### src/design/pett_pkg.sv
// Package for the periodic timer table: command and status codes, FSM states,
// the per-slot entry record and the saturating add.
// No dependencies.
`timescale 1ns / 1ps
`default_nettype none
package pett_pkg;

    localparam int TIME_W = 32;
    localparam int HID_W  = 8;
    localparam logic [TIME_W-1:0] TIME_MAX = '1;

    typedef enum logic [1:0] {
        CMD_ADD     = 2'd0,
        CMD_RUN     = 2'd1,
        CMD_SETBACK = 2'd2,
        CMD_NOP     = 2'd3
    } cmd_t;

    typedef enum logic [2:0] {
        ST_ADDED   = 3'd0,
        ST_FULL    = 3'd1,
        ST_FIRED   = 3'd2,
        ST_NONE    = 3'd3,
        ST_SETBACK = 3'd4
    } status_t;

    typedef enum logic [1:0] {
        S_IDLE,
        S_SCAN,
        S_EMIT,
        S_SINGLE
    } state_t;

    typedef struct packed {
        logic [TIME_W-1:0] due;
        logic [TIME_W-1:0] ival;
        logic [HID_W-1:0]  hid;
        logic              fired;
    } entry_t;

    function automatic logic [TIME_W-1:0] sat_add(input logic [TIME_W-1:0] a,
                                                  input logic [TIME_W-1:0] b);
        logic [TIME_W:0] s;
        s = {1'b0, a} + {1'b0, b};
        return s[TIME_W] ? TIME_MAX : s[TIME_W-1:0];
    endfunction

endpackage
`default_nettype wire

### src/design/pett_if.sv
// Handshake interfaces for the timer table: command channel and result channel.
// No dependencies.
`timescale 1ns / 1ps
`default_nettype none
interface pett_cmd_if;
    logic        valid;
    logic        ready;
    logic [1:0]  command;
    logic [31:0] time_now;
    logic [31:0] period;
    logic [7:0]  handler_id;
    logic [31:0] shift_by;
    modport source (output valid, command, time_now, period, handler_id, shift_by,
                    input ready);
    modport sink   (input valid, command, time_now, period, handler_id, shift_by,
                    output ready);
endinterface

interface pett_res_if;
    logic        valid;
    logic        ready;
    logic [2:0]  status;
    logic [4:0]  slot;
    logic [7:0]  fired_handler;
    logic [31:0] next_due;
    logic        last;
    modport source (output valid, status, slot, fired_handler, next_due, last,
                    input ready);
    modport sink   (input valid, status, slot, fired_handler, next_due, last,
                     output ready);
endinterface
`default_nettype wire

### src/design/pett_cell.sv
// One storage cell of the rotating timer chain; passes its entry to the
// neighbor on every shift. Depends on pett_pkg.
`timescale 1ns / 1ps
`default_nettype none
module pett_cell (
    input  wire logic            clk,
    input  wire logic            shift_en,
    input  wire pett_pkg::entry_t d,
    output pett_pkg::entry_t     q
);
    import pett_pkg::*;

    entry_t entry_reg;

    // take the neighbor's entry on shift
    always_ff @(posedge clk)
    begin
        if (shift_en)
        begin
            entry_reg <= d;
        end
    end

    assign q = entry_reg;
endmodule
`default_nettype wire

### src/design/pett_head.sv
// Update unit at the head of the chain: applies add, run and set back to the
// entry leaving cell 0. Depends on pett_pkg.
`timescale 1ns / 1ps
`default_nettype none
module pett_head #(
    parameter int IDX_W = 5,
    parameter int CNT_W = 6
) (
    input  wire logic                     scan,
    input  wire pett_pkg::cmd_t           cmd,
    input  wire logic [31:0]              now,
    input  wire logic [31:0]              per,
    input  wire logic [7:0]               hid,
    input  wire logic [31:0]              by,
    input  wire logic                     room,
    input  wire logic [IDX_W-1:0]         idx,
    input  wire logic [CNT_W-1:0]         count,
    input  wire pett_pkg::entry_t         d,
    output pett_pkg::entry_t              q,
    output logic                          fire,
    output logic                          keep
);
    import pett_pkg::*;

    logic active;
    logic at_free;

    assign active  = CNT_W'(idx) < count;
    assign at_free = CNT_W'(idx) == count;

    // update the head entry for the current command
    always_comb
    begin
        q       = d;
        q.fired = 1'b0;
        fire    = 1'b0;
        keep    = active;
        if (scan)
        begin
            case (cmd)
                CMD_ADD:
                begin
                    if (at_free && room)
                    begin
                        q.due  = sat_add(now, per);
                        q.ival = per;
                        q.hid  = hid;
                        keep   = 1'b1;
                    end
                end
                CMD_RUN:
                begin
                    if (active && (d.due <= now))
                    begin
                        q.fired = 1'b1;
                        q.due   = sat_add(now, d.ival);
                        fire    = 1'b1;
                    end
                end
                CMD_SETBACK:
                begin
                    if (active)
                    begin
                        q.due = (d.due > by) ? d.due - by : '0;
                    end
                end
                default:
                begin
                    q.fired = 1'b0;
                end
            endcase
        end
    end
endmodule
`default_nettype wire

### src/design/periodic_event_timer_table_core.sv
// Top level of the periodic timer table: rotating chain of slot cells, head
// update unit, control FSM and result register. Depends on pett_pkg, pett_if,
// pett_cell and pett_head.
//
//  channel  dir  payload                                          transaction
//  cmd_ch   in   command, time_now, period, handler_id, shift_by  valid & ready
//  res_ch   out  status, slot, fired_handler, next_due, last      valid & ready
//
// A command other than a no-op is accepted in idle, then rotates the whole
// chain once, updating the entry at the head and tracking the earliest due
// time. An add, a set back or a run with nothing due then loads its result
// in the single-result state before the table returns to idle.
// A run that fires entries rotates a second time to deliver them, one per
// cycle while the result channel takes them, then returns to idle.
// A stalled result holds the delivery pass at a fired entry and holds the
// result-load cycle; the scan pass never stalls. Reset clears control and the
// entry count only; slot contents are defined by the adds.
`timescale 1ns / 1ps
`default_nettype none
module periodic_event_timer_table_core #(
    parameter int TABLE_SLOTS = 32
) (
    input  wire logic  clk,
    input  wire logic  rst_n,
    pett_cmd_if.sink   cmd_ch,
    pett_res_if.source res_ch
);
    import pett_pkg::*;

    localparam int IDX_W = (TABLE_SLOTS > 1) ? $clog2(TABLE_SLOTS) : 1;
    localparam int CNT_W = $clog2(TABLE_SLOTS + 1);
    localparam logic [IDX_W-1:0] IDX_LAST = IDX_W'(TABLE_SLOTS - 1);
    localparam logic [CNT_W-1:0] CNT_FULL = CNT_W'(TABLE_SLOTS);

    state_t            state_reg, state_next;
    logic [IDX_W-1:0]  idx_reg, idx_next;
    logic [CNT_W-1:0]  count_reg, count_next;
    logic [CNT_W-1:0]  rem_reg, rem_next;
    cmd_t              cmd_reg;
    logic [31:0]       now_reg, per_reg, by_reg, min_reg, min_next;
    logic [7:0]        hid_reg;
    status_t           rstat_reg, rstat_next;
    logic [4:0]        rslot_reg, rslot_next;
    logic [7:0]        rhid_reg, rhid_next;

    logic              ov_reg, ov_next;
    status_t           o_status_reg, o_status_next;
    logic [4:0]        o_slot_reg, o_slot_next;
    logic [7:0]        o_hid_reg, o_hid_next;
    logic [31:0]       o_due_reg, o_due_next;
    logic              o_last_reg, o_last_next;

    entry_t            chain_d [TABLE_SLOTS];
    entry_t            chain_q [TABLE_SLOTS];
    entry_t            head_q;
    logic              head_fire, head_keep, shift_en, room, out_free, accept;
    logic [31:0]       idx_wide, cnt_wide, next_due;

    assign room     = count_reg < CNT_FULL;
    assign out_free = !ov_reg || res_ch.ready;
    assign accept   = cmd_ch.valid && cmd_ch.ready;
    assign next_due = (count_reg == '0) ? sat_add(now_reg, 32'd1) : min_reg;
    assign idx_wide = 32'(idx_reg);
    assign cnt_wide = 32'(count_reg);

    // chain of slot cells, head feeds the tail
    for (genvar k = 0; k < TABLE_SLOTS; k++)
    begin : g_cell
        if (k == TABLE_SLOTS - 1)
        begin : g_tail
            assign chain_d[k] = head_q;
        end
        else
        begin : g_mid
            assign chain_d[k] = chain_q[k+1];
        end
        pett_cell u_cell (
            .clk      (clk),
            .shift_en (shift_en),
            .d        (chain_d[k]),
            .q        (chain_q[k])
        );
    end

    pett_head #(.IDX_W(IDX_W), .CNT_W(CNT_W)) u_head (
        .scan  (state_reg == S_SCAN),
        .cmd   (cmd_reg),
        .now   (now_reg),
        .per   (per_reg),
        .hid   (hid_reg),
        .by    (by_reg),
        .room  (room),
        .idx   (idx_reg),
        .count (count_reg),
        .d     (chain_q[0]),
        .q     (head_q),
        .fire  (head_fire),
        .keep  (head_keep)
    );

    // control: next state, counters and result register
    always_comb
    begin
        state_next    = state_reg;
        idx_next      = idx_reg;
        count_next    = count_reg;
        rem_next      = rem_reg;
        min_next      = min_reg;
        rstat_next    = rstat_reg;
        rslot_next    = rslot_reg;
        rhid_next     = rhid_reg;
        shift_en      = 1'b0;
        ov_next       = ov_reg && !res_ch.ready;
        o_status_next = o_status_reg;
        o_slot_next   = o_slot_reg;
        o_hid_next    = o_hid_reg;
        o_due_next    = o_due_reg;
        o_last_next   = o_last_reg;
        unique case (state_reg)
            S_IDLE:
            begin
                if (accept && (cmd_t'(cmd_ch.command) != CMD_NOP))
                begin
                    state_next = S_SCAN;
                    idx_next   = '0;
                    rem_next   = '0;
                    min_next   = TIME_MAX;
                end
            end
            S_SCAN:
            begin
                shift_en = 1'b1;
                idx_next = idx_reg + 1'b1;
                if (head_keep && (head_q.due < min_next))
                begin
                    min_next = head_q.due;
                end
                if (head_fire)
                begin
                    rem_next = rem_reg + 1'b1;
                end
                if (idx_reg == IDX_LAST)
                begin
                    idx_next   = '0;
                    state_next = S_SINGLE;
                    rslot_next = '0;
                    rhid_next  = '0;
                    case (cmd_reg)
                        CMD_ADD:
                        begin
                            if (room)
                            begin
                                rstat_next = ST_ADDED;
                                rslot_next = cnt_wide[4:0];
                                rhid_next  = hid_reg;
                                count_next = count_reg + 1'b1;
                            end
                            else
                            begin
                                rstat_next = ST_FULL;
                            end
                        end
                        CMD_RUN:
                        begin
                            rstat_next = ST_NONE;
                            if (rem_next != '0)
                            begin
                                state_next = S_EMIT;
                            end
                        end
                        default:
                        begin
                            rstat_next = ST_SETBACK;
                        end
                    endcase
                end
            end
            S_EMIT:
            begin
                if (!chain_q[0].fired || out_free)
                begin
                    shift_en = 1'b1;
                    idx_next = idx_reg + 1'b1;
                    if (chain_q[0].fired)
                    begin
                        ov_next       = 1'b1;
                        o_status_next = ST_FIRED;
                        o_slot_next   = idx_wide[4:0];
                        o_hid_next    = chain_q[0].hid;
                        o_due_next    = next_due;
                        o_last_next   = (rem_reg == CNT_W'(1));
                        rem_next      = rem_reg - 1'b1;
                    end
                    if (idx_reg == IDX_LAST)
                    begin
                        idx_next   = '0;
                        state_next = S_IDLE;
                    end
                end
            end
            S_SINGLE:
            begin
                if (out_free)
                begin
                    ov_next       = 1'b1;
                    o_status_next = rstat_reg;
                    o_slot_next   = rslot_reg;
                    o_hid_next    = rhid_reg;
                    o_due_next    = next_due;
                    o_last_next   = 1'b1;
                    state_next    = S_IDLE;
                end
            end
            default:
            begin
                state_next = S_IDLE;
            end
        endcase
    end

    // hold control state
    always_ff @(posedge clk or negedge rst_n)
    begin
        if (!rst_n)
        begin
            state_reg <= S_IDLE;
            idx_reg   <= '0;
            count_reg <= '0;
            rem_reg   <= '0;
            ov_reg    <= 1'b0;
        end
        else
        begin
            state_reg <= state_next;
            idx_reg   <= idx_next;
            count_reg <= count_next;
            rem_reg   <= rem_next;
            ov_reg    <= ov_next;
        end
    end

    // capture command payload and result fields
    always_ff @(posedge clk)
    begin
        if (accept)
        begin
            cmd_reg <= cmd_t'(cmd_ch.command);
            now_reg <= cmd_ch.time_now;
            per_reg <= cmd_ch.period;
            hid_reg <= cmd_ch.handler_id;
            by_reg  <= cmd_ch.shift_by;
        end
        min_reg      <= min_next;
        rstat_reg    <= rstat_next;
        rslot_reg    <= rslot_next;
        rhid_reg     <= rhid_next;
        o_status_reg <= o_status_next;
        o_slot_reg   <= o_slot_next;
        o_hid_reg    <= o_hid_next;
        o_due_reg    <= o_due_next;
        o_last_reg   <= o_last_next;
    end

    assign cmd_ch.ready         = (state_reg == S_IDLE);
    assign res_ch.valid         = ov_reg;
    assign res_ch.status        = o_status_reg;
    assign res_ch.slot          = o_slot_reg;
    assign res_ch.fired_handler = o_hid_reg;
    assign res_ch.next_due      = o_due_reg;
    assign res_ch.last          = o_last_reg;

    // entry count never passes the table size
    a_count_bound: assert property (@(posedge clk) disable iff (!rst_n)
        count_reg <= CNT_FULL)
        else $error("entry count above table size");

    // every fired entry met in the delivery pass is still counted
    a_emit_rem: assert property (@(posedge clk) disable iff (!rst_n)
        ((state_reg == S_EMIT) && chain_q[0].fired) |-> (rem_reg != '0))
        else $error("fired entry with nothing left to deliver");

    // a real command always starts a scan
    a_accept_scan: assert property (@(posedge clk) disable iff (!rst_n)
        (accept && (cmd_ch.command != CMD_NOP)) |=> (state_reg == S_SCAN))
        else $error("accepted command did not start a scan");

endmodule
`default_nettype wire
### src/flat_wrapper.sv
// flat-port wrapper written by rule: the top's interface ports become plain ports
module periodic_event_timer_table_core_flat import pett_pkg::*;
#(
    parameter int TABLE_SLOTS = 32
)
  (clk, rst_n, cmd_ch_valid, cmd_ch_command, cmd_ch_time_now, cmd_ch_period, cmd_ch_handler_id, cmd_ch_shift_by, cmd_ch_ready, res_ch_valid, res_ch_status, res_ch_slot, res_ch_fired_handler, res_ch_next_due, res_ch_last, res_ch_ready);
  pett_cmd_if cmd_ch_i ();
  pett_res_if res_ch_i ();
  input  wire logic clk;
  input  wire logic rst_n;
  input wire logic [$bits(cmd_ch_i.valid)-1:0] cmd_ch_valid;
  input wire logic [$bits(cmd_ch_i.command)-1:0] cmd_ch_command;
  input wire logic [$bits(cmd_ch_i.time_now)-1:0] cmd_ch_time_now;
  input wire logic [$bits(cmd_ch_i.period)-1:0] cmd_ch_period;
  input wire logic [$bits(cmd_ch_i.handler_id)-1:0] cmd_ch_handler_id;
  input wire logic [$bits(cmd_ch_i.shift_by)-1:0] cmd_ch_shift_by;
  output wire logic [$bits(cmd_ch_i.ready)-1:0] cmd_ch_ready;
  output wire logic [$bits(res_ch_i.valid)-1:0] res_ch_valid;
  output wire logic [$bits(res_ch_i.status)-1:0] res_ch_status;
  output wire logic [$bits(res_ch_i.slot)-1:0] res_ch_slot;
  output wire logic [$bits(res_ch_i.fired_handler)-1:0] res_ch_fired_handler;
  output wire logic [$bits(res_ch_i.next_due)-1:0] res_ch_next_due;
  output wire logic [$bits(res_ch_i.last)-1:0] res_ch_last;
  input wire logic [$bits(res_ch_i.ready)-1:0] res_ch_ready;
  assign cmd_ch_i.valid = cmd_ch_valid;
  assign cmd_ch_i.command = cmd_ch_command;
  assign cmd_ch_i.time_now = cmd_ch_time_now;
  assign cmd_ch_i.period = cmd_ch_period;
  assign cmd_ch_i.handler_id = cmd_ch_handler_id;
  assign cmd_ch_i.shift_by = cmd_ch_shift_by;
  assign cmd_ch_ready = cmd_ch_i.ready;
  assign res_ch_valid = res_ch_i.valid;
  assign res_ch_status = res_ch_i.status;
  assign res_ch_slot = res_ch_i.slot;
  assign res_ch_fired_handler = res_ch_i.fired_handler;
  assign res_ch_next_due = res_ch_i.next_due;
  assign res_ch_last = res_ch_i.last;
  assign res_ch_i.ready = res_ch_ready;
  periodic_event_timer_table_core #(.TABLE_SLOTS(TABLE_SLOTS)) u_core (.clk(clk), .rst_n(rst_n), .cmd_ch(cmd_ch_i), .res_ch(res_ch_i));
endmodule
### config.mk
export PLATFORM = sky130hd
export DESIGN_NAME = periodic_event_timer_table_core_flat
export DESIGN_NICKNAME = d
export VERILOG_FILES = /design/src/design/pett_pkg.sv /design/src/design/pett_if.sv /design/src/design/pett_cell.sv /design/src/design/pett_head.sv /design/src/design/periodic_event_timer_table_core.sv /design/src/flat_wrapper.sv
export SDC_FILE = /design/constraint.sdc
export NUM_CORES = 2
export LEC_CHECK = 0
export BUFFER_PORTS_ARGS = -buffer_cell sky130_fd_sc_hd__buf_4
export CAP_MARGIN = 25
export CORE_MARGIN = 1.5
export CORE_UTILIZATION = 46
export CTS_BUF_LIST = sky130_fd_sc_hd__clkbuf_16
export CTS_CLUSTER_SIZE = 12
export DETAILED_ROUTE_END_ITERATION = 16
export SKIP_LAST_GASP = 1
export SYNTH_ARGS = -nofsm -noshare
export SYNTH_HDL_FRONTEND = slang
export SYNTH_SLANG_ARGS = --single-unit
### constraint.sdc
create_clock -name clk -period 261.4 [get_ports clk]
set_clock_uncertainty 0.1 [all_clocks]
set_input_delay 26.14 -clock clk [delete_from_list [all_inputs] [get_ports clk]]
set_output_delay 26.14 -clock clk [all_outputs]
set_load 0.03 [all_outputs]
==> flow_summary.ini <==
[outcome]
outcome = finished clean

[synthesis]
synth_top_flop_cell = edfxtp_1
netlist_area_um2 = 87910
ys_seq_elements = 2559
ys.warnings.count = 0
avgSynthCellArea_um2 = 21.00
synth_edf_count = 2539
ys_seq_area_share_pct = 87.29
ys_types = 83
syn_nets = 4476
async_flop_share_pct = 0.7816
syn_inst = 4187

[floorplanning]
die_width_um = 440.2
die_y_um = 440.2
num_rows = 160
die_area_um2 = 193700
ios = 161
start_util_pct = 46.27
coreArea_um2 = 190000

[setup_path]
reg2reg_from = u_core.g_cell[0].u_cell.q[56]$_DFFE_PP_
cp.arrival_ns = 32.59
critPathMaxStageDelay_ns = 0.78
cp_num_buf_inv = 11
cp-end-kind = register
r2r_end = u_core.min_reg[10]$_SDFFCE_PN1P_
worstRegToRegCells = 23
crit_path_frequent_cell = buf_4
critPathSlowestCell = buf_4
path_cells = buf_4 > nor2b_1 > nand2_1 > a21oi_1 > nor2b_4 > buf_12 > buf_4 > buf_16 > buf_4 > buf_4 > buf_12 > buf_4 > buf_4 > buf_16 > buf_4
cp-startpoint = res_ch_ready
crit_fanout = 182
start_kind = primary input
crit_cells = 15
cp_top_family = buffers and inverters
ff2ff_setup_slack_ns = 253.42
critPathCapture = u_core.g_cell[10].u_cell.q[29]$_DFFE_PP_
worstSetupPathType = primary input to register
required_ns = 261.80

[clock_tree]
root_buffer = clkbuf_16
postCtsSetupBuffers = 0
cts_resized = 0
cts_tree = done
clock_path_buffers = 4
postCtsHoldBufs = 0
clock-sinks = 2559
cts_made_buffers = 283
clk_transition_reported_paths_ns = 0.06
htreeDepth = 5
worstSkewPairLatency_ns = 0.91

[power]
powerDensity_nw_per_um2 = 13.71
pwr-share-seq_pct = 59.2
p_int_uw = 1016
leakage_uw = 0.03371
pwr-share-clk_pct = 25.7
finalPower_uw = 1384
switchingPower_uw = 367.7
switching_share_pct = 26.57
ir_worst_vdd_mv = 0.01035
pwr-share-comb_pct = 15.1

[cells_and_area]
drive_above_1_share_pct = 13.56
layout.cells.non_filler = 7269
fill_cells = 14500
largest_register_ffs = 2336
multi_input_area_um2 = 10460
areaGrowthSynthToFinish_pct = 14.80
regArea_um2 = 76740
nets = 4914

[routing]
vias = 38290
drt-pass1-iter-count = 5
ant_nets = 0
drtIter0Drc = 3726
remaining_drc_errors = 0
via_per_inst = 5.268
wl_mm = 159.8
wl_per_cell_um = 21.99

[sta]
max_freq_mhz = 31.07
relSlewSlack_pct = 21.44
worst_pin_slew_ns = 1.178
fin_crit_sh_pct = 12.31
drv_slew = 0
rsz0062_at_grt = false
setup_viol = 0
hold_viol_final = 0
period_needed_ns = 32.19
fin_tns_setup_ns = 0

[placed_design]
port_buffers = 160
gp_congestion = 0.9044
dp_cells = 6841
detailed_place_hpwl_mm = 99.48

[min_path]
hold_class = register to register
hold_start = u_core.g_cell[23].u_cell.q[40]$_DFFE_PP_

[grt]
antenna_found_initial = 7
grt-ovfl-total = 0
grt_pass1_vias = 36500
grt_start_max_net_pins = 227
grt_first_pass_wirelength_mm = 235.8
gr-usage-all-layers_pct = 16.43

[job]
drv_cap = 0
-- power by group through the flow --
stage	Combinational (uW)	Sequential, uW	Clock (uW)
after global placement	199	822	0
after global routing	231	838	384
after floorplan	133	1850	0
after detailed placement	205	826	0
after CTS	204	824	368
final	209	819	356
-- routing by layer --
layer	vias up	share of wire (%)	GRT usage, %
li1	17510	-	-
met1	19520	46	24.40
met2	948	45	23.84
met3	320	4.6	3.122
met4	0	4.1	6.997
met5	-	0	0
-- layout by cell type, fill, tap and decap left out, types with 20 or more instances in the layout --
cell,synthesis,final
buf_4,3,206
clkinv_1,0,28
nor3_1,45,45
nor2_1,104,100
o21a_1,52,52
a21oi_1,128,126
mux2_2,53,53
xor2_1,25,25
ha_1,176,176
dfrtp_1,20,20
nand4_1,39,39
inv_1,136,189
o21ai_0,99,99
a21o_1,55,55
a221oi_1,21,21
nand2_1,123,123
nand3_1,56,55
o221ai_1,44,44
a22oi_1,30,30
and3_1,20,20
edfxtp_1,2539,2539
xnor2_1,81,81
clkbuf_16,0,292
-- cell usage after synthesis, types with 52 or more instances --
| cell type | n | area share (%) |
|---|---|---|
| a21o_1 | 55 | 0.47 |
| ha_1 | 176 | 2.5 |
| o21a_1 | 52 | 0.44 |
| a21oi_1 | 128 | 0.73 |
| edfxtp_1 | 2539 | 87 |
| nand3_1 | 56 | 0.32 |
| inv_1 | 136 | 0.58 |
| nor2_1 | 104 | 0.44 |
| mux2_2 | 53 | 0.68 |
| nand2_1 | 123 | 0.53 |
| o21ai_0 | 99 | 0.56 |
| clkbuf_1 | 54 | 0.23 |
| xnor2_1 | 81 | 0.81 |
-- worst min path at each step --
stage	cells after the start	to	slack, ns
finish	0	u_core.g_cell[22].u_cell.q[40]$_DFFE_PP_	0.27
CTS	0	u_core.g_cell[26].u_cell.q[28]$_DFFE_PP_	0.27
global placement	0	u_core.g_cell[18].u_cell.q[28]$_DFFE_PP_	0.30
global route	0	u_core.g_cell[25].u_cell.q[72]$_DFFE_PP_	0.28
floorplan	0	u_core.g_cell[0].u_cell.q[0]$_DFFE_PP_	0.30
detailed placement	0	u_core.g_cell[0].u_cell.q[72]$_DFFE_PP_	0.30
-- logic make-up after synthesis --
family | count (synthesis) | synth area share (%)
buf+inv | 203 | 0.8838
mux | 64 | 0.8041
xor+xnor | 106 | 1.056
compound gates | 589 | 4.626
fa+ha+maj | 179 | 2.573
flops | 2559 | 87.29
simple gates | 487 | 2.762
-- cell type report --
cell class | instances | area share (%)
sequential | 2559 | 76.04
tap | 2511 | 3.113
clock inverter | 123 | 0.8591
antenna | 3 | 0.007438
inverter | 136 | 0.5058
timing repair buffer | 220 | 1.877
multi-input combinational | 1425 | 10.36
clock buffer | 292 | 7.240
-- stage by stage --
step	util, %	hold slack [ns]	worst slack [ns]	instance area, um2
detailed placement	48.68	0.3045	227.16	92480
finish	53.12	0.2748	229.21	100900
floorplan	-	0.3003	127.12	87910
global route	53.12	0.2777	228.68	100900
global placement	48.67	0.3001	227.39	92460
CTS	52.98	0.2726	228.13	100700
Power figures use the tool's default switching activity.
